--- config.mk ---
export PLATFORM = sky130hd
export DESIGN_NAME = pnca_head
export DESIGN_NICKNAME = d
export VERILOG_FILES = /design/src/rtl/core/pnca_pkg.sv /design/src/rtl/core/pnca_head.sv
export SDC_FILE = /design/constraint.sdc
export NUM_CORES = 1
export LEC_CHECK = 0
export BUFFER_PORTS_ARGS = -buffer_cell sky130_fd_sc_hd__buf_2
export CORE_AREA = 2 2 83 85
export DETAILED_ROUTE_END_ITERATION = 12
export DIE_AREA = 0 0 85 87
export HOLD_SLACK_MARGIN = 0.06
export PLACE_DENSITY_LB_ADDON = 0.15
export SYNTH_ARGS = -nofsm -noshare
export SYNTH_HDL_FRONTEND = slang
export SYNTH_SLANG_ARGS = --single-unit
--- constraint.sdc ---
create_clock -name clk -period 4.4 [get_ports clk]
set_input_delay 0.88 -clock clk [delete_from_list [all_inputs] [get_ports clk]]
set_output_delay 0.88 -clock clk [all_outputs]
set_load 0.05 [all_outputs]
--- src/rtl/core/pnca_pkg.sv ---
// ============================================================================
// pnca_pkg
// Shared types and constants for the pattern null-column advance core:
// command and status codes, the per-cell operation code and the word that
// travels down the chain of position cells.
// ============================================================================
package pnca_pkg;

    // Default sizing
    localparam int MAX_PATTERN_DEF  = 64;
    localparam int MAX_ALPHABET_DEF = 32;
    localparam int FRONT_BITS_DEF   = 16;

    // Fixed field widths
    localparam int CMD_W    = 2;
    localparam int SYM_W    = 5;
    localparam int DEPTH_W  = 16;
    localparam int POS_W    = 6;
    localparam int STATUS_W = 2;
    localparam int MASK_W   = 64;
    localparam int COUNT_W  = 7;
    localparam int FVAL_W   = 16;
    localparam int LEN_W    = 7;
    localparam int ALPHA_W  = 6;
    localparam int LIMIT_W  = 9;

    localparam logic [ALPHA_W-1:0] ALPHA_RESET = 6'd4;

    // Input commands
    typedef enum logic [CMD_W-1:0] {
        CMD_CLEAR   = 2'd0,
        CMD_APPEND  = 2'd1,
        CMD_ADVANCE = 2'd2,
        CMD_READ    = 2'd3
    } cmd_t;

    // Result status codes
    typedef enum logic [STATUS_W-1:0] {
        ST_OK         = 2'd0,
        ST_FULL       = 2'd1,
        ST_BAD_SYMBOL = 2'd2,
        ST_BAD_POS    = 2'd3
    } status_t;

    // Operation carried to the cells once the head has checked the command
    typedef enum logic [2:0] {
        OP_NONE    = 3'd0,
        OP_CLEAR   = 3'd1,
        OP_APPEND  = 3'd2,
        OP_ADVANCE = 3'd3,
        OP_READ    = 3'd4
    } op_t;

    // Word handed from cell to cell
    typedef struct packed {
        op_t                  op;
        logic [SYM_W-1:0]     symbol;
        logic [DEPTH_W-1:0]   depth;
        logic [POS_W-1:0]     pos;      // read position, or target cell of an append
        status_t              status;
        logic [LEN_W-1:0]     length;   // pattern length after this word
        logic [MASK_W-1:0]    mask;
        logic [COUNT_W-1:0]   count;
        logic [FVAL_W-1:0]    front;
    } word_t;

endpackage

--- src/rtl/core/pnca_head.sv ---
// ============================================================================
// pnca_head
// Entry stage of the chain: holds the alphabet size and the pattern length,
// checks each command, and launches one word into the first cell.
// ============================================================================
module pnca_head #(
    parameter int MAX_PATTERN  = pnca_pkg::MAX_PATTERN_DEF,
    parameter int MAX_ALPHABET = pnca_pkg::MAX_ALPHABET_DEF
) (
    input  logic                         clk,
    input  logic                         rst_n,
    input  logic                         en,
    input  logic                         cfg_wr_en,
    input  logic [pnca_pkg::ALPHA_W-1:0] cfg_wr_data,
    input  logic                         in_valid,
    input  logic [pnca_pkg::CMD_W-1:0]   command,
    input  logic [pnca_pkg::SYM_W-1:0]   symbol,
    input  logic [pnca_pkg::DEPTH_W-1:0] depth,
    input  logic [pnca_pkg::POS_W-1:0]   position,
    output logic                         valid_out,
    output pnca_pkg::word_t              word_out
);

    logic [pnca_pkg::ALPHA_W-1:0] alpha_reg;
    logic [pnca_pkg::LEN_W-1:0]   length_reg;
    logic [pnca_pkg::LEN_W-1:0]   length_next;
    logic                         valid_reg;
    pnca_pkg::word_t              word_reg;
    pnca_pkg::word_t              word_next;
    logic                         sym_ok;
    logic                         full;

    // Symbol must be below both the configured size and the build limit
    assign sym_ok = ({4'b0, symbol} < {3'b0, alpha_reg}) &&
                    ({4'b0, symbol} < pnca_pkg::LIMIT_W'(MAX_ALPHABET));
    assign full   = (length_reg >= pnca_pkg::LEN_W'(MAX_PATTERN));

    // Check the command and build the word
    always_comb
    begin
        length_next      = length_reg;
        word_next.op     = pnca_pkg::OP_NONE;
        word_next.symbol = symbol;
        word_next.depth  = depth;
        word_next.pos    = position;
        word_next.status = pnca_pkg::ST_OK;
        word_next.mask   = '0;
        word_next.count  = '0;
        word_next.front  = '0;
        unique case (pnca_pkg::cmd_t'(command))
            pnca_pkg::CMD_CLEAR:
            begin
                word_next.op = pnca_pkg::OP_CLEAR;
                length_next  = '0;
            end
            pnca_pkg::CMD_APPEND:
            begin
                if (full)
                begin
                    word_next.status = pnca_pkg::ST_FULL;
                end
                else if (!sym_ok)
                begin
                    word_next.status = pnca_pkg::ST_BAD_SYMBOL;
                end
                else
                begin
                    word_next.op  = pnca_pkg::OP_APPEND;
                    word_next.pos = length_reg[pnca_pkg::POS_W-1:0];
                    length_next   = length_reg + 7'd1;
                end
            end
            pnca_pkg::CMD_ADVANCE:
            begin
                if (!sym_ok)
                begin
                    word_next.status = pnca_pkg::ST_BAD_SYMBOL;
                end
                else
                begin
                    word_next.op = pnca_pkg::OP_ADVANCE;
                end
            end
            pnca_pkg::CMD_READ:
            begin
                if ({1'b0, position} >= length_reg)
                begin
                    word_next.status = pnca_pkg::ST_BAD_POS;
                end
                else
                begin
                    word_next.op = pnca_pkg::OP_READ;
                end
            end
            default:
            begin
                word_next.op = pnca_pkg::OP_NONE;
            end
        endcase
        word_next.length = length_next;
    end

    // Hold configuration and pattern length
    always_ff @(posedge clk or negedge rst_n)
    begin
        if (!rst_n)
        begin
            alpha_reg  <= pnca_pkg::ALPHA_RESET;
            length_reg <= '0;
            valid_reg  <= 1'b0;
        end
        else
        begin
            if (cfg_wr_en)
            begin
                alpha_reg <= cfg_wr_data;
            end
            if (en)
            begin
                valid_reg <= in_valid;
                if (in_valid)
                begin
                    length_reg <= length_next;
                end
            end
        end
    end

    // Launch the word
    always_ff @(posedge clk)
    begin
        if (en)
        begin
            word_reg <= word_next;
        end
    end

    assign valid_out = valid_reg;
    assign word_out  = word_reg;

endmodule

==> flow_metrics.py, run 1 <==
metrics = {
    "synthesis": {
        "syn_avg_cell_area_um2": 11.2,
        "synth_top_family_by_area": "buffers and inverters",
        "yosys-top-cells-count": "87 x buf_4, 39 x edfxtp_1, 15 x nand2_1",
        "async_reset_ff_share_pct": 26.4,
        "synth_xor_area_share_pct": 0,
        "yosysTopAreaCell": "edfxtp_1",
        "synth-simple-area-share_pct": 8.86,
        "synth_edf_count": 39,
        "synth_cell_types": 41,
        "ys.flop_type": "edfxtp_1",
        "synthMuxAreaShare_pct": 2.95,
        "ys_ff_latch": 53,
        "synth_compound_area_share_pct": 8.24,
        "ys_seq_area_share_pct": 50.6,
        "yosys.area.top_type_share_pct": 38.9,
        "synth_adder_area_share_pct": 4.99,
        "synth_cells": 268,
        "syn-cell-area_um2": 3010,
        "synth.most_common_cell": "buf_4",
        "yosysWarningCount": 0,
        "synthTopCellsByArea": "edfxtp_1 39%, buf_4 22%, dfrtp_1 11%, ha_1 5.0%, mux2_2 2.6%",
    },
    "placed_design": {
        "portBuffers": 79,
        "dp_hpwl_mm": 3.99,
        "finalWeightedCongestion": 0.748,
        "placed_cells": 422,
    },
    "global_route": {
        "grtUsageTotal_pct": 13.8,
        "gr-total-overflow": 0,
        "grt_pass1_wl_mm": 8.07,
        "grt_pass1_vias": 1718,
        "antenna_found_initial": 0,
        "grt_start_max_net_pins": 39,
    },
    "route": {
        "maxUsedRoutingLayer": "met4",
        "route.met3.wl_um": 597,
        "routed_wl_mm": 5.30,
        "vias": 1967,
        "first_iter_violations": 45,
        "viasPerCell": 4.57,
        "drtAntennaViolNets": 0,
        "post_drt_wl_per_cell_um": 12.3,
        "met2WireLength_mm": 2.45,
        "drc": 0,
        "dr.pass1.iters": 4,
        "wirelength_met1_mm": 2.19,
    },
    "die": {
        "dieArea_um2": 7400,
        "die_h_um": 87,
        "io_pins": 167,
        "die_w_um": 85,
        "initial_core_util_pct": 45.8,
        "row_count": 30,
        "core_area_um2": 6570,
    },
    "power": {
        "power_mw": 1.40,
        "p_leak_nw": 1.58,
        "irDropWorstVdd_mv": 0.186,
        "power.density_nw_per_um2": 431,
    },
    "cts": {
        "post_cts_resized": 0,
        "htreeDepth": 2,
        "cts_hold_buf": 0,
        "cts_root_buf": "clkbuf_8",
        "cts_setup_buffers": 0,
        "cts_max_path_buffers": 2,
        "clock_latency_ps": 310,
        "cts_tree": "built",
        "cts_buffers": 5,
        "cts.sinks": 53,
        "path_clk_slew_ps": 100,
    },
    "sta": {
        "rsz0062_at_grt": "no",
        "fin_crit_sh_pct": 58.9,
        "slew_viol_final": 0,
        "finClkSkew_ps": 6.08,
        "finalSetupViolCount": 0,
        "period_needed_ps": 2590,
        "hold_ws_ps": 470,
        "slew_headroom_pct": 66.2,
        "max_freq_mhz": 386,
        "finalHoldViolations": 0,
        "worst_pin_slew_ps": 505,
        "setup_tns_ps": 0,
    },
    "layout": {
        "utilization_pct": 49.5,
        "antennaDiodeCount": 0,
        "drive_gt1_share_pct": 29.7,
        "largest_register_ffs": 39,
        "syn2layout_area_growth_pct": 8.07,
        "final_cells": 430,
        "nets": 401,
        "nFillCells": 601,
    },
    "setup_path": {
        "cp-end-kind": "flop",
        "critical_path_class": "in2reg",
        "worstPathRequired_ps": 4470,
        "critical_path_arrival_ps": 2660,
        "cp-start-kind": "input pin",
        "critPathMaxFanout": 6,
    },
    "hold_path": {
        "worstHoldPathType": "in2async",
    },
    "run": {
        "drv_cap": 0,
    },
    "outcome": {
        "status": "complete, no violations",
    },
}
## final timing paths
path,startpoint,depth (start not counted),to,slack [ps]
min in group clk,alpha_reg[2]$_DFFE_PN1P_,2,alpha_reg[2]$_DFFE_PN1P_,510
max in group asynchronous,rst_n,1,alpha_reg[2]$_DFFE_PN1P_,3620
hold / removal,rst_n,1,alpha_reg[1]$_DFFE_PN0P_,470
setup / recovery,symbol[3],7,word_out[100]$_DFFE_PP_,1810
hold reg to reg,alpha_reg[2]$_DFFE_PN1P_,2,alpha_reg[2]$_DFFE_PN1P_,510
setup reg to reg,alpha_reg[2]$_DFFE_PN1P_,7,word_out[100]$_DFFE_PP_,2020
## stage by stage
stage	area, µm²	setup WS (ps)
floorplan	3330	1840
global placement	3150	1470
detailed placement	3150	1450
CTS	3250	1780
global route	3250	1630
finish	3250	1810
## where the power goes
| group | internal, mW | switching, mW | leakage (nW) |
|---|---|---|---|
| sequential | 0.596 | 0.0280 | 0.540 |
| clock | 0.128 | 0.163 | 0.0512 |
| combinational | 0.0937 | 0.391 | 0.993 |
| total | 0.818 | 0.582 | 1.58 |
## layout by cell type (no fill, tap or decap), drive strengths merged, types with 3 or more instances in the layout
cell	count
a211oi	3
a21oi	8
buf	80
clkbuf	6
conb	87
dfrtp	13
edfxtp	39
ha	12
inv	13
mux2	7
nand2	16
nand3	9
nor2	7
o211ai	4
o21ai	11
or3	3
or4	4
## worst max-delay path, cell delays in order
cell and delay [ps]:
buf_2 110, ha_1 310, a211oi_2 220, o31a_1 170
a21boi_1 450, nand2_2 210, mux2_2 310
## per-layer routing
layer	vias to the layer above	track usage [%]
met4	0	4.33
met2	129	23.6
li1	918	-
met5	-	0
met3	6	3.70
met1	914	17.1
## logic make-up after synthesis
family,Yosys count
AOI/OAI and AO/OA,37
adders and majority gates,12
buffers and inverters,105
DFF,53
muxes,8
other,1
and+or+nand+nor,52
## area by class of cell
cell class | count | area, µm² | share of cell area (%)
sequential | 53 | 1520 | 46.8
clock inverter | 2 | 13.8 | 0.423
tap | 80 | 100 | 3.08
inverter | 13 | 48.8 | 1.50
multi-input combinational | 196 | 1080 | 33.2
clock buffer | 6 | 82.6 | 2.54
timing repair buffer | 80 | 403 | 12.4
(Power assumes the default switching activity.)
==> run 2, diff against run 1 <==
Settings changed: CORE_AREA 2 2 83 85 to 2 2 85 87, DIE_AREA 0 0 85 87 to 0 0 87 89.
Clock period 4.4 ns to 2.4 ns, I/O delays scaled along.
==> run 2 against run 1 <==
Against the previous run:
- core utilization fell by 0.44 points
- final cell count rose by 0.23%
- worst setup slack got worse by 1600 ps
- via count fell by 1.0%
- critical path depth rose by 1
- register-to-register slack got worse by 1800 ps
- design area rose by 1.4%
- total power rose by 96%
- sequential share of layout area fell by 0.64 points
- routed wire length rose by 0.81%
- clock power rose by 140%
- first-iteration DRC count rose by 20%
- critical path type is now reg2reg
- critical endpoint is now word_out[101]$_DFFE_PP_
- largest power group unchanged
- highest routed layer unchanged
==> flow_metrics.py, run 2 (same netlist as run 1, synthesis figures left out) <==
metrics = {
    "layout": {
        "final_common_cell": "conb_1",
        "utilization_pct": 49.1,
        "drive_gt1_share_pct": 29.9,
        "nFillCells": 613,
        "antennaDiodeCount": 0,
        "fin_area_um2": 3300,
        "nets": 402,
        "syn2layout_area_growth_pct": 9.57,
        "final_cells": 431,
        "largest_register_ffs": 39,
        "layout_common_cells": "87 x conb_1, 79 x buf_2, 39 x edfxtp_1",
    },
    "route": {
        "routed_wl_mm": 5.34,
        "dr.pass1.iters": 4,
        "drtAntennaViolNets": 0,
        "vias": 1947,
        "first_iter_violations": 54,
        "viasPerCell": 4.52,
        "drc": 0,
        "post_drt_wl_per_cell_um": 12.4,
    },
    "hold_path": {
        "worstHoldPathType": "in2async",
    },
    "die": {
        "row_count": 30,
        "die_w_um": 87,
        "initial_core_util_pct": 44.8,
        "die_h_um": 89,
        "io_pins": 167,
        "core_area_um2": 6720,
        "dieArea_um2": 7740,
    },
    "cts": {
        "path_clk_slew_ps": 100,
        "cts_buffers": 5,
        "clock_latency_ps": 300,
        "cts.sinks": 53,
        "cts_tree": "built",
        "cts_max_path_buffers": 2,
        "cts_root_buf": "clkbuf_8",
        "post_cts_resized": 0,
        "cts_hold_buf": 0,
        "htreeDepth": 2,
        "cts_setup_buffers": 0,
    },
    "placed_design": {
        "dp_hpwl_mm": 4.03,
        "dpl-instance-area_um2": 3160,
        "portBuffers": 79,
        "placed_cells": 423,
        "finalWeightedCongestion": 0.821,
    },
    "global_route": {
        "grt_start_max_net_pins": 27,
        "gr-total-overflow": 0,
        "grtUsageTotal_pct": 13.2,
        "antenna_found_initial": 0,
        "grt_pass1_wl_mm": 7.96,
        "grt_pass1_vias": 1656,
    },
    "sta": {
        "fin_crit_sh_pct": 90.0,
        "finalSetupViolCount": 0,
        "setup_tns_ps": 0,
        "finClkSkew_ps": 9.86,
        "max_freq_mhz": 463,
        "finalHoldViolations": 0,
        "period_needed_ps": 2160,
        "rsz0062_at_grt": "no",
        "slew_viol_final": 0,
    },
    "setup_path": {
        "worstPathRequired_ps": 2470,
        "critical_path_arrival_ps": 2230,
        "cp-start-kind": "flop",
        "cp-end-kind": "flop",
        "critical_path_class": "reg2reg",
        "critPathMaxFanout": 6,
    },
    "power": {
        "irDropWorstVdd_mv": 0.365,
        "power.density_nw_per_um2": 832,
        "p_leak_nw": 1.61,
        "power_mw": 2.74,
    },
    "run": {
        "drv_cap": 0,
    },
    "outcome": {
        "status": "complete, no violations",
    },
}
==> run 2: worst paths after layout <==
kind	start	to	slack (ps)	depth (start not counted)
max	alpha_reg[2]$_DFFE_PN1P_	word_out[101]$_DFFE_PP_	240	8
min	rst_n	length_reg[1]$_DFFE_PN0P_	70	1
max reg2reg	alpha_reg[2]$_DFFE_PN1P_	word_out[101]$_DFFE_PP_	240	8
min reg2reg	alpha_reg[2]$_DFFE_PN1P_	alpha_reg[2]$_DFFE_PN1P_	520	2
max in group asynchronous	rst_n	alpha_reg[2]$_DFFE_PN1P_	2020	1
min in group clk	depth[10]	word_out[112]$_DFFE_PP_	350	1
==> run 2: area by class of cell <==
cell class	instances	area, µm²	share of cell area (%)
tap	80	100	3.04
timing repair buffer	81	410	12.5
clock inverter	3	65.1	1.97
multi-input combinational	196	1080	32.8
sequential	53	1520	46.2
clock buffer	5	68.8	2.09
inverter	13	48.8	1.48
==> run 2: power by group <==
group          leakage (nW)  switching, mW  internal [mW]  total, mW
registers             0.540         0.0527           1.09       1.15
logic                 0.998          0.717          0.175      0.893
clock network        0.0681          0.289          0.414      0.703
==> run 2: stage by stage <==
stage | setup slack [ps] | hold WS, ps
2_1_floorplan | 243 | 184
3_3_place_gp | 126 | 408
3_5_place_dp | 105 | 414
4_1_cts | 257 | 76.2
5_1_grt | 119 | 88.9
6_report | 240 | 69.1
==> run 2: critical path, stage by stage, from the launching register on <==
cell	delay (ps)
dfstp_2	530
inv_1	40
ha_1	180
a211oi_2	250
o31a_1	170
a21boi_1	170
buf_4	170
nand2_2	120
mux2_2	300
==> run 2: per-layer routing <==
metal  global-route usage [%]  vias to the layer above  share of wire (%)
met5                        0                        -                  0
met4                     4.26                        0               0.99
met1                     16.7                      901                 42
met3                     3.79                        6                 10
li1                         -                      925                  -
met2                     21.9                      115                 47
