**src/rtl/core/pnca_pkg.sv**
```systemverilog
// ============================================================================
// pnca_pkg
// Shared types and constants for the pattern null-column advance core:
// command and status codes, the per-cell operation code and the word that
// travels down the chain of position cells.
// ============================================================================
package pnca_pkg;

    // Default sizing
    localparam int MAX_PATTERN_DEF  = 64;
    localparam int MAX_ALPHABET_DEF = 32;
    localparam int FRONT_BITS_DEF   = 16;

    // Fixed field widths
    localparam int CMD_W    = 2;
    localparam int SYM_W    = 5;
    localparam int DEPTH_W  = 16;
    localparam int POS_W    = 6;
    localparam int STATUS_W = 2;
    localparam int MASK_W   = 64;
    localparam int COUNT_W  = 7;
    localparam int FVAL_W   = 16;
    localparam int LEN_W    = 7;
    localparam int ALPHA_W  = 6;
    localparam int LIMIT_W  = 9;

    localparam logic [ALPHA_W-1:0] ALPHA_RESET = 6'd4;

    // Input commands
    typedef enum logic [CMD_W-1:0] {
        CMD_CLEAR   = 2'd0,
        CMD_APPEND  = 2'd1,
        CMD_ADVANCE = 2'd2,
        CMD_READ    = 2'd3
    } cmd_t;

    // Result status codes
    typedef enum logic [STATUS_W-1:0] {
        ST_OK         = 2'd0,
        ST_FULL       = 2'd1,
        ST_BAD_SYMBOL = 2'd2,
        ST_BAD_POS    = 2'd3
    } status_t;

    // Operation carried to the cells once the head has checked the command
    typedef enum logic [2:0] {
        OP_NONE    = 3'd0,
        OP_CLEAR   = 3'd1,
        OP_APPEND  = 3'd2,
        OP_ADVANCE = 3'd3,
        OP_READ    = 3'd4
    } op_t;

    // Word handed from cell to cell
    typedef struct packed {
        op_t                  op;
        logic [SYM_W-1:0]     symbol;
        logic [DEPTH_W-1:0]   depth;
        logic [POS_W-1:0]     pos;      // read position, or target cell of an append
        status_t              status;
        logic [LEN_W-1:0]     length;   // pattern length after this word
        logic [MASK_W-1:0]    mask;
        logic [COUNT_W-1:0]   count;
        logic [FVAL_W-1:0]    front;
    } word_t;

endpackage

```
**src/rtl/core/pnca_cell.sv**
```systemverilog
// ============================================================================
// pnca_cell
// One pattern position: holds its symbol and front value, acts on the word
// passing through, and hands the word on to the next cell.
// ============================================================================
module pnca_cell #(
    parameter int INDEX      = 0,
    parameter int FRONT_BITS = pnca_pkg::FRONT_BITS_DEF
) (
    input  logic            clk,
    input  logic            rst_n,
    input  logic            en,
    input  logic            valid_in,
    input  pnca_pkg::word_t word_in,
    output logic            valid_out,
    output pnca_pkg::word_t word_out
);

    localparam int CMP_W = (FRONT_BITS > pnca_pkg::DEPTH_W) ? FRONT_BITS : pnca_pkg::DEPTH_W;

    logic [pnca_pkg::SYM_W-1:0] sym_reg;
    logic [pnca_pkg::SYM_W-1:0] sym_next;
    logic [FRONT_BITS-1:0]      front_reg;
    logic [FRONT_BITS-1:0]      front_next;
    logic [CMP_W-1:0]           front_ext;
    logic [CMP_W-1:0]           depth_ext;
    logic                       in_pattern;
    logic                       adv_hit;
    logic                       valid_reg;
    pnca_pkg::word_t            word_reg;
    pnca_pkg::word_t            word_next;

    assign front_ext  = CMP_W'(front_reg);
    assign depth_ext  = CMP_W'(word_in.depth);
    assign in_pattern = (pnca_pkg::LEN_W'(INDEX) < word_in.length);
    assign adv_hit    = in_pattern && (sym_reg == word_in.symbol) &&
                        (front_ext == depth_ext) && (front_reg != {FRONT_BITS{1'b1}});

    // Act on the passing word
    always_comb
    begin
        sym_next   = sym_reg;
        front_next = front_reg;
        word_next  = word_in;
        unique case (word_in.op)
            pnca_pkg::OP_CLEAR:
            begin
                front_next = '0;
            end
            pnca_pkg::OP_APPEND:
            begin
                if (word_in.pos == pnca_pkg::POS_W'(INDEX))
                begin
                    sym_next   = word_in.symbol;
                    front_next = '0;
                end
            end
            pnca_pkg::OP_ADVANCE:
            begin
                if (adv_hit)
                begin
                    front_next            = front_reg + 1'b1;
                    word_next.mask[INDEX] = 1'b1;
                    word_next.count       = word_in.count + 7'd1;
                end
            end
            pnca_pkg::OP_READ:
            begin
                if (word_in.pos == pnca_pkg::POS_W'(INDEX))
                begin
                    word_next.front = front_ext[pnca_pkg::FVAL_W-1:0];
                end
            end
            default:
            begin
                word_next = word_in;
            end
        endcase
    end

    // Advance valid and front state
    always_ff @(posedge clk or negedge rst_n)
    begin
        if (!rst_n)
        begin
            valid_reg <= 1'b0;
            front_reg <= '0;
        end
        else if (en)
        begin
            valid_reg <= valid_in;
            if (valid_in)
            begin
                front_reg <= front_next;
            end
        end
    end

    // Hold symbol and pass the word on
    always_ff @(posedge clk)
    begin
        if (en)
        begin
            word_reg <= word_next;
            if (valid_in)
            begin
                sym_reg <= sym_next;
            end
        end
    end

    assign valid_out = valid_reg;
    assign word_out  = word_reg;

endmodule

```
**config.mk**
```make
export PLATFORM = sky130hd
export DESIGN_NAME = pnca_cell
export DESIGN_NICKNAME = d
export VERILOG_FILES = /design/src/rtl/core/pnca_pkg.sv /design/src/rtl/core/pnca_cell.sv
export SDC_FILE = /design/constraint.sdc
export NUM_CORES = 1
export LEC_CHECK = 0
export BUFFER_PORTS_ARGS = -buffer_cell sky130_fd_sc_hd__buf_4
export CELL_PAD_IN_SITES_DETAIL_PLACEMENT = 0
export CELL_PAD_IN_SITES_GLOBAL_PLACEMENT = 1
export CORE_MARGIN = 2
export CORE_UTILIZATION = 40
export DETAILED_ROUTE_END_ITERATION = 12
export HOLD_SLACK_MARGIN = 0.03
export PLACE_DENSITY = 0.86
export SYNTH_ARGS = -nofsm -noshare
export SYNTH_HDL_FRONTEND = slang
export SYNTH_SLANG_ARGS = --single-unit
```
**constraint.sdc**
```tcl
create_clock -name clk -period 6.2 [get_ports clk]
set_input_delay 0.31 -clock clk [delete_from_list [all_inputs] [get_ports clk]]
set_output_delay 0.31 -clock clk [all_outputs]
set_load 0.05 [all_outputs]
```
==> flow_summary.json, run 1 <==
{
  "grt_use_total_pct": 20.98,
  "drt_iter0_drc": 308,
  "syn_inst": 337,
  "start_util_pct": 40.87,
  "viasPerCell": 5.005,
  "clockPowerShare_pct": 37.1,
  "multiInputGateArea_mm2": 0.001215,
  "regArea_mm2": 0.004359,
  "ys_ff_latch": 148,
  "power_frac_comb_pct": 17.8,
  "mostFrequentLayoutCells": "buf_4, edfxtp_1, xor2_1, nand2_1",
  "clock_path_buffers": 2,
  "die_area_mm2": 0.01515,
  "syn-mean-instance-area_um2": 16.83,
  "crit_arrival_ns": 2.77,
  "vdd_ir_drop_max_uv": 189.6,
  "hold_viol_final": 0,
  "place.gp.congestion": 0.8285,
  "antenna-diode-count": 0,
  "worst_pin_slew_ns": 1.124,
  "ant_nets": 0,
  "clkTransAtPathRegs_ns": 0.06,
  "cts_made_buffers": 17,
  "vias": 3974,
  "synth_ff_type": "edfxtp_1",
  "rows": 43,
  "coreArea_mm2": 0.01388,
  "crit_chain": "xor2_1 > nor4_1 > nand4_1 > a311o_1 > buf_4 > or2_1 > mux2_1",
  "ys.warnings.count": 0,
  "die_w_um": 123.1,
  "postLayoutSetupSlackWorst_ns": 3.582,
  "layout_commonest_cell": "buf_4",
  "dp.cells": 762,
  "cts_sinks": 148,
  "num-fill-cells": 1074,
  "drc_errors": 0,
  "slew_headroom_pct": 24.76,
  "drv_cap": 0,
  "routed_wirelength_um": 16420,
  "internal_power_w": 0.001901,
  "synth_edf_count": 131,
  "worstSetupStartpointType": "flop",
  "rsz0062_at_grt": "no",
  "synthesis.area_mm2": 0.005673,
  "timing.fmax_mhz": 382.0,
  "grt_pass1_vias": 3932,
  "io_buffer_count": 256,
  "dr.pass1.iters": 4,
  "critical_path.max_fanout": 35,
  "seqPwrFrac_pct": 45.1,
  "post-place-ws_ns": 3.456,
  "grt_pass1_wl_um": 22960,
  "wl_per_cell_um": 20.67,
  "path_delay_family": "simple AND/OR/NAND/NOR gates",
  "cellPowerDensity_mw_per_mm2": 316.2,
  "worstSetupPathType": "flop to flop",
  "finalNetCount": 734,
  "clock-root-buffer": "clkbuf_16",
  "cts_tree": "done",
  "tns_ns": 0,
  "required_ns": 6.35,
  "synth_xor_area_share_pct": 4.169,
  "layoutNonFillerInstCount": 794,
  "synth_top_family_by_area": "simple AND/OR/NAND/NOR gates",
  "synth-adder-area-share_pct": 0.4411,
  "synth.mux.area_fraction_pct": 3.375,
  "grt-ovfl-total": 0,
  "grt_start_max_net_pins": 78,
  "hpwl_um": 12450,
  "die_h_um": 123.1,
  "num_io_pins": 257,
  "syn_nets": 469,
  "status": "finished clean",
  "h-tree-depth": 4,
  "fin_crit_sh_pct": 42.23,
  "area_growth_pct": 46.96,
  "ys_types": 45,
  "p_leak_nw": 3.425,
  "postSynth.asyncResetShare_pct": 11.49,
  "synth-simple-area-share_pct": 9.462,
  "largest_reg_flops": 126,
  "max_stage_delay_ns": 0.50,
  "skew_ns": 0.01048,
  "power_switching_share_pct": 27.90,
  "setup_viol": 0,
  "antenna_found_initial": 0,
  "ys_seq_area_share_pct": 76.84,
  "postCtsSetupBuffers": 0,
  "cp-end-kind": "flop",
  "crit_slowest_cell": "dfrtp_1",
  "critPathBufInv": 1,
  "slew_violations": 0,
  "synth_compound_area_share_pct": 3.816,
  "clk_latency_ns": 0.41,
  "drive_gt1_share_pct": 50.65,
  "min_period_ns": 2.618,
  "p_switching_w": 0.0007355,
  "min_path_type": "input port to flop"
}
repair_timing:
| item | 4_1_cts | 5_1_grt |
|---|---|---|
| endpoints found under the setup margin | 0 | 0 |
| endpoints found under the hold margin | 17 | 0 |
| gates resized for setup | 0 | 0 |
| hold buffers | 1 | 0 |
final timing paths:
| path | from | endpoint | slack [ns] | cells after the start |
|---|---|---|---|---|
| min | word_in[54] | word_out[54]$_DFFE_PP_ | 0.07 | 1 |
| min in group asynchronous | rst_n | front_ext[10]$_DFFE_PN0P_ | 0.30 | 2 |
| max in group asynchronous | rst_n | front_ext[8]$_DFFE_PN0P_ | 5.69 | 2 |
| min reg2reg | valid_out$_DFFE_PN0P_ | valid_out$_DFFE_PN0P_ | 0.55 | 2 |
| max reg2reg | front_ext[5]$_DFFE_PN0P_ | word_out[17]$_DFFE_PP_ | 3.58 | 7 |
| max | front_ext[5]$_DFFE_PN0P_ | word_out[17]$_DFFE_PP_ | 3.58 | 7 |
layout make-up:
type	count	area share (%)
multi-input combinational	170	14.57
timing repair buffer	260	23.44
tap	180	2.701
clock inverter	13	1.621
clock buffer	18	5.148
inverter	5	0.2251
sequential	148	52.29
cell usage after synthesis, types with 2 or more instances:
| cell type | n | area share (%) |
|---|---|---|
| and2_1 | 3 | 0.33 |
| edfxtp_1 | 131 | 69 |
| inv_1 | 5 | 0.33 |
| nor2_1 | 9 | 0.60 |
| and4_1 | 2 | 0.31 |
| nand4_1 | 6 | 0.66 |
| nand2b_1 | 3 | 0.33 |
| nand2_1 | 19 | 1.3 |
| clkbuf_1 | 4 | 0.26 |
| ha_1 | 2 | 0.44 |
| or3_1 | 7 | 0.77 |
| nor4_1 | 5 | 0.55 |
| or4_1 | 6 | 0.79 |
| buf_2 | 5 | 0.44 |
| xnor2_1 | 4 | 0.62 |
| or2_2 | 2 | 0.22 |
| a21oi_1 | 2 | 0.18 |
| o21ai_0 | 9 | 0.79 |
| buf_6 | 4 | 0.79 |
| and3_1 | 2 | 0.22 |
| o211ai_1 | 11 | 1.5 |
| xor2_1 | 23 | 3.6 |
| o31ai_1 | 3 | 0.40 |
| mux2_2 | 16 | 3.2 |
| a211oi_1 | 2 | 0.26 |
| nor3_1 | 3 | 0.26 |
| nor3_2 | 2 | 0.35 |
| nand3_1 | 14 | 1.2 |
| dfrtp_1 | 17 | 7.5 |
stage by stage:
| stage | hold WS, ns | utilization [%] | cell area, µm² | power, W |
|---|---|---|---|---|
| 6_report | 0.07334 | 60.06 | 8337 | 0.002636 |
| 5_1_grt | 0.05417 | 60.06 | 8337 | 0.002714 |
| 4_1_cts | 0.05842 | 60.06 | 8337 | 0.002657 |
| 3_5_place_dp | 0.1965 | 55.92 | 7762 | 0.001681 |
| 3_3_place_gp | 0.1907 | 55.92 | 7762 | 0.001674 |
| 2_1_floorplan | 0.01441 | - | 5673 | 0.001469 |
logic make-up after synthesis:
logic type                 count (synthesis)
AOI/OAI and AO/OA                         32
xor gates and xnor gates                  27
adders and majority gates                  2
buffers and inverters                     19
DFF                                      148
muxes                                     17
and+or+nand+nor                           92
routing by layer:
metal | GRT usage (%) | part of all wire (%) | up-vias | routed length (µm)
met5 | 0 | 0 | - | 0
met4 | 8.168 | 2.3 | 0 | 372
met3 | 8.026 | 9.9 | 24 | 1618
met2 | 37.29 | 52 | 171 | 8544
met1 | 22.47 | 36 | 1949 | 5879
li1 | - | - | 1830 | -
power by group through the flow:
stage                     registers (W)  clock network [W]  logic [W]
after floorplan                 0.00145                  0  0.0000237
after global placement          0.00121                  0   0.000466
after detailed placement        0.00121                  0   0.000472
after CTS                       0.00119           0.000995   0.000473
after global routing            0.00120            0.00104   0.000484
final                           0.00119           0.000979   0.000469
(Power assumes the default switching activity.)
==> run 2: changes to the inputs <==
--- a/config.mk
+++ b/config.mk
@@ -9,10 +9,10 @@
 export CELL_PAD_IN_SITES_DETAIL_PLACEMENT = 0
 export CELL_PAD_IN_SITES_GLOBAL_PLACEMENT = 1
 export CORE_MARGIN = 2
-export CORE_UTILIZATION = 40
+export CORE_UTILIZATION = 33
 export DETAILED_ROUTE_END_ITERATION = 12
 export HOLD_SLACK_MARGIN = 0.03
-export PLACE_DENSITY = 0.86
+export PLACE_DENSITY = 0.76
 export SYNTH_ARGS = -nofsm -noshare
 export SYNTH_HDL_FRONTEND = slang
 export SYNTH_SLANG_ARGS = --single-unit
==> constraint.sdc (replaced) <==
create_clock -name clk -period 2.2 [get_ports clk]
set_input_delay 0.11 -clock clk [delete_from_list [all_inputs] [get_ports clk]]
set_output_delay 0.11 -clock clk [all_outputs]
set_load 0.05 [all_outputs]
==> run 2 against run 1 <==
  * The run now ends with negative setup slack left
  * Sequential cell count is the same
  * Critical path depth grew 2
  * Sequential share of layout area shrank 8.8 points
  * Power grew to 2.9 times the previous value
  * Critical endpoint is now front_ext[12]$_DFFE_PN0P_
  * Routed wire length grew 22%
  * Worst hold slack gained 0.027 ns
  * Clock-buffer cell count shrank 1
==> flow_summary.json, run 2 (synthesis results as in run 1) <==
{
  "status": "finished with violations",
  "violations": "negative setup slack",
  "cellPowerDensity_mw_per_mm2": 765.3,
  "cts_made_buffers": 17,
  "cts_tree": "done",
  "rr_startpoint": "front_ext[4]$_DFFE_PN0P_",
  "num-fill-cells": 1242,
  "min_period_ns": 2.287,
  "layoutNonFillerInstCount": 997,
  "worstSetupPathType": "input port to flop",
  "layout_commonest_cell": "buf_4",
  "dr.pass1.iters": 4,
  "largest_reg_flops": 126,
  "area_growth_pct": 76.71,
  "multiInputGateArea_mm2": 0.001286,
  "skew_ns": 0.007746,
  "antenna_found_initial": 0,
  "critical_path.max_fanout": 5,
  "grt_pass1_vias": 4826,
  "drv_cap": 0,
  "drc_errors": 0,
  "wl_per_cell_um": 20.07,
  "stdcell_area_mm2": 0.01002,
  "finalNetCount": 897,
  "clk_latency_ns": 0.43,
  "setup_viol": 11,
  "grt_use_total_pct": 21.74,
  "cp-end-kind": "flop",
  "mostFrequentLayoutCells": "buf_4, edfxtp_1, dlygate4sd3_1, xor2_1, nand2_1",
  "antenna-diode-count": 0,
  "r2r_slack_ns": -0.06,
  "fin_crit_sh_pct": 104.0,
  "clkTransAtPathRegs_ns": 0.06,
  "io_buffer_count": 256,
  "routed_wirelength_um": 20010,
  "ant_nets": 0,
  "r2r_cells": 7,
  "clock_path_buffers": 2,
  "vdd_ir_drop_max_uv": 565.5,
  "grt-ovfl-total": 0,
  "required_ns": 2.53,
  "dp.cells": 835,
  "die_h_um": 135.1,
  "r2r-end": "front_ext[12]$_DFFE_PN0P_",
  "worstSetupStartpointType": "input port",
  "drive_gt1_share_pct": 46.07,
  "h-tree-depth": 4,
  "power_w": 0.007672,
  "coreArea_mm2": 0.01670,
  "grt_start_max_net_pins": 129,
  "vias": 4736,
  "place.gp.congestion": 0.9278,
  "regArea_mm2": 0.004359,
  "num_io_pins": 257,
  "worst_pin_slew_ns": 0.7552,
  "hpwl_um": 13180,
  "placed_cell_area_mm2": 0.008085,
  "rsz0062_at_grt": "yes",
  "timing.fmax_mhz": 437.2,
  "rows": 47,
  "hold_viol_final": 0,
  "clock-root-buffer": "clkbuf_16",
  "slew_headroom_pct": 49.31,
  "crit_arrival_ns": 2.62,
  "grt_pass1_wl_um": 29190,
  "die_area_mm2": 0.01826,
  "die_w_um": 135.1,
  "viasPerCell": 4.750,
  "slew_violations": 0,
  "min_path_type": "input port to async pin",
  "fin_util_pct": 60.02,
  "postLayoutSetupSlackWorst_ns": -0.08730,
  "cts_sinks": 148,
  "tns_ns": -0.5808,
  "drt_iter0_drc": 385,
  "p_leak_nw": 4.183,
  "start_util_pct": 33.97
}
[run 2: cell types whose count changed in the layout (fill, tap and decap cells not counted), sizes merged]
| cell | before | now |
|---|---|---|
| dlygate4sd3 | 1 | 129 |
| buf | 259 | 294 |
| inv | 6 | 13 |
| clkinv | 6 | 1 |
| bufinv | 2 | 0 |
| clkbuf | 18 | 17 |
| clkinvlp | 4 | 5 |
[run 2: through the flow]
| stage | setup slack (ns) | hold slack [ns] |
|---|---|---|
| final | -0.08730 | 0.1005 |
| after detailed placement | -0.03372 | 0.002486 |
| after CTS | -0.04724 | 0.09960 |
| after global routing | -0.1600 | 0.1186 |
| after floorplan | 0.009095 | -0.1856 |
| after global placement | 0.01854 | -0.0003564 |
[run 2: where the power goes]
group          switching, W  total (W)  internal (W)
logic              0.000995    0.00159      0.000590
clock network       0.00126    0.00273       0.00147
registers         0.0000703    0.00335       0.00328
[run 2: cell type report]
type                       count  area share (%)
sequential                   148           43.48
timing repair buffer         423           35.31
multi-input combinational    170           12.83
clock buffer                  17           4.244
tap                          220           2.746
clock inverter                14           1.198
inverter                       5          0.1872
[run 2: routing by layer]
layer	routed length [µm]	track usage, %	vias up	share of wire [%]
li1	-	-	2162	-
met2	10090	37.23	222	50
met5	0	0	-	0
met3	1611	6.982	33	8.1
met1	7719	25.41	2319	39
met4	588	8.565	0	2.9
[run 2: worst max path at each step]
| stage | startpoint | end | slack, ns | depth (start not counted) |
|---|---|---|---|---|
| after CTS | front_ext[7]$_DFFE_PN0P_ | front_ext[4]$_DFFE_PN0P_ | -0.05 | 7 |
| final | word_in[118] | front_ext[12]$_DFFE_PN0P_ | -0.09 | 9 |
| after detailed placement | front_ext[1]$_DFFE_PN0P_ | front_ext[12]$_DFFE_PN0P_ | -0.03 | 7 |
| after global placement | front_ext[4]$_DFFE_PN0P_ | front_ext[12]$_DFFE_PN0P_ | 0.02 | 7 |
| after floorplan | front_ext[11]$_DFFE_PN0P_ | word_out[17]$_DFFE_PP_ | 0.009 | 7 |
| after global routing | front_ext[4]$_DFFE_PN0P_ | front_ext[4]$_DFFE_PN0P_ | -0.16 | 7 |
[run 2: repair_timing]
item	CTS	global route
buffers inserted	1	0
hold buffers	129	0
setup endpoints to repair	7	31
cloned	0	1
gates resized for setup	2	22
hold endpoints to repair	149	0
pin swaps	3	9
[run 2: critical path, stage by stage]
cell,delay [ns]
dlygate4sd3_1,0.57
buf_4,0.16
xor2_1,0.16
nor4_1,0.28
nand4_1,0.15
a311o_2,0.45
buf_6,0.14
or3_4,0.40
o31ai_2,0.19
==> run 3: changes to the inputs <==
--- a/config.mk
+++ b/config.mk
@@ -13,6 +13,7 @@
 export DETAILED_ROUTE_END_ITERATION = 12
 export HOLD_SLACK_MARGIN = 0.03
 export PLACE_DENSITY = 0.76
+export SKIP_LAST_GASP = 1
 export SYNTH_ARGS = -nofsm -noshare
 export SYNTH_HDL_FRONTEND = slang
 export SYNTH_SLANG_ARGS = --single-unit
==> run 3 against run 2 <==
  * The flow still finishes with violations (negative setup slack)
  * Global-route usage is the same
  * Routed wire length shrank 0.22%
  * Register-to-register slack is essentially flat
  * Worst setup slack gained 0.0017 ns
  * Critical path depth is the same
  * Via count shrank 0.30%
  * Sequential power is essentially flat
  * Critical endpoint unchanged
==> flow_summary.json, run 3 (synthesis results as in run 1) <==
{
  "status": "finished with violations",
  "violations": "negative setup slack",
  "grt_pass1_wl_um": 29190,
  "hold_viol_final": 0,
  "clkTransAtPathRegs_ns": 0.06,
  "placed_cell_area_mm2": 0.008085,
  "fin_crit_sh_pct": 103.9,
  "drive_gt1_share_pct": 46.07,
  "crit_slowest_cell": "dlygate4sd3_1",
  "finalNetCount": 897,
  "r2r-end": "front_ext[12]$_DFFE_PN0P_",
  "min_period_ns": 2.286,
  "clockPowerShare_pct": 35.6,
  "cts_sinks": 148,
  "r2r_cells": 7,
  "coreArea_mm2": 0.01670,
  "dr.pass1.iters": 5,
  "skew_ns": 0.007863,
  "worst_pin_slew_ns": 0.7501,
  "r2r_slack_ns": -0.06,
  "start_util_pct": 33.97,
  "drc_errors": 0,
  "h-tree-depth": 4,
  "viasPerCell": 4.736,
  "die_w_um": 135.1,
  "power_frac_comb_pct": 20.7,
  "post-place-ws_ns": -0.03372,
  "vdd_ir_drop_max_uv": 567.4,
  "slew_violations": 0,
  "p_switching_w": 0.002328,
  "rsz0062_at_grt": "yes",
  "area_growth_pct": 76.71,
  "min_path_type": "input port to async pin",
  "die_area_mm2": 0.01826,
  "clk_latency_ns": 0.43,
  "drt_iter0_drc": 418,
  "required_ns": 2.54,
  "grt_pass1_vias": 4829,
  "p_leak_nw": 4.183,
  "rr_startpoint": "front_ext[4]$_DFFE_PN0P_",
  "cts_made_buffers": 17,
  "timing.fmax_mhz": 437.5,
  "fin_util_pct": 60.02,
  "routed_wirelength_um": 19970,
  "grt_use_total_pct": 21.74,
  "critical_path.max_fanout": 5,
  "power_w": 0.007672,
  "place.gp.congestion": 0.9278,
  "power_switching_share_pct": 30.35,
  "worstSetupStartpointType": "input port",
  "vias": 4722,
  "drv_cap": 0,
  "rows": 47,
  "internal_power_w": 0.005343,
  "slew_headroom_pct": 49.66,
  "antenna_found_initial": 0,
  "worstSetupPathType": "input port to flop",
  "stdcell_area_mm2": 0.01002,
  "antenna-diode-count": 0,
  "ant_nets": 0,
  "cts_tree": "done",
  "max_stage_delay_ns": 0.57,
  "grt-ovfl-total": 0,
  "postLayoutSetupSlackWorst_ns": -0.08564,
  "crit_chain": "dlygate4sd3_1 > buf_4 > xor2_1 > nor4_1 > nand4_1 > a311o_2 > buf_6 > or3_4 > o31ai_2",
  "grt_start_max_net_pins": 129,
  "mostFrequentLayoutCells": "buf_4, edfxtp_1, dlygate4sd3_1, xor2_1, nand2_1",
  "largest_reg_flops": 126,
  "num-fill-cells": 1242,
  "wl_per_cell_um": 20.03,
  "cp-end-kind": "flop",
  "seqPwrFrac_pct": 43.7,
  "cellPowerDensity_mw_per_mm2": 765.3,
  "hpwl_um": 13180,
  "num_io_pins": 257,
  "layout_commonest_cell": "buf_4",
  "die_h_um": 135.1,
  "tns_ns": -0.5411,
  "setup_viol": 10,
  "clock-root-buffer": "clkbuf_16",
  "io_buffer_count": 256,
  "crit_arrival_ns": 2.62,
  "clock_path_buffers": 2
}
run 3: cell counts in the layout (fill, tap and decap cells not counted):
No cell type changed its count.
run 3: how the worst max path moves through the flow:
stage                                    from                   endpoint  cells past startpoint
detailed placement   front_ext[1]$_DFFE_PN0P_  front_ext[12]$_DFFE_PN0P_                      7
global placement     front_ext[4]$_DFFE_PN0P_  front_ext[12]$_DFFE_PN0P_                      7
global route         front_ext[4]$_DFFE_PN0P_   front_ext[4]$_DFFE_PN0P_                      7
finish                           word_in[118]  front_ext[12]$_DFFE_PN0P_                      9
floorplan           front_ext[11]$_DFFE_PN0P_     word_out[17]$_DFFE_PP_                      7
CTS                  front_ext[7]$_DFFE_PN0P_   front_ext[4]$_DFFE_PN0P_                      7
run 3: power by group through the flow:
| stage | registers [W] | clock network [W] | logic [W] |
|---|---|---|---|
| 2_1_floorplan | 0.00407 | 0 | 0.0000667 |
| 3_3_place_gp | 0.00339 | 0 | 0.00137 |
| 3_5_place_dp | 0.00340 | 0 | 0.00137 |
| 4_1_cts | 0.00334 | 0.00276 | 0.00157 |
| 5_1_grt | 0.00337 | 0.00290 | 0.00164 |
| 6_report | 0.00335 | 0.00273 | 0.00159 |
run 3: final cells by class:
| class | instances | area, µm² | share of cell area [%] |
|---|---|---|---|
| Clock buffer | 17 | 425.4 | 4.244 |
| Clock inverter | 14 | 120.1 | 1.198 |
| Inverter | 5 | 18.77 | 0.1872 |
| Multi-Input combinational cell | 170 | 1286 | 12.83 |
| Sequential cell | 148 | 4359 | 43.48 |
| Tap cell | 220 | 275.3 | 2.746 |
| Timing Repair Buffer | 423 | 3540 | 35.31 |
run 3: repair_timing:
item | 4_1_cts | 5_1_grt
hold buffers | 129 | 0
hold endpoints to repair | 149 | 0
gates resized for setup | 2 | 22
pin swaps | 3 | 9
setup buffers | 1 | 0
gates cloned | 0 | 1
setup endpoints to repair | 7 | 31
run 3: worst max-delay path: cells and delay by family:
family / cells / cell delay [ns]
buffers and inverters: 3 / 0.87
AND/OR/NAND/NOR: 3 / 0.82
AO/OA/AOI/OAI: 2 / 0.64
XOR/XNOR: 1 / 0.16
run 3: through the flow:
step / hold WS (ns) / cells
after floorplan: -0.1856 / 337
after global placement: -0.0003564 / 835
after detailed placement: 0.002486 / 835
after CTS: 0.09960 / 996
after global routing: 0.1186 / 997
final: 0.1027 / 997
run 3: routing by layer:
| metal | track usage (%) | up-vias | share of wire [%] |
|---|---|---|---|
| li1 | - | 2163 | - |
| met1 | 25.41 | 2312 | 39 |
| met2 | 37.23 | 213 | 50 |
| met3 | 6.982 | 34 | 8.1 |
| met4 | 8.565 | 0 | 3.0 |
| met5 | 0 | - | 0 |
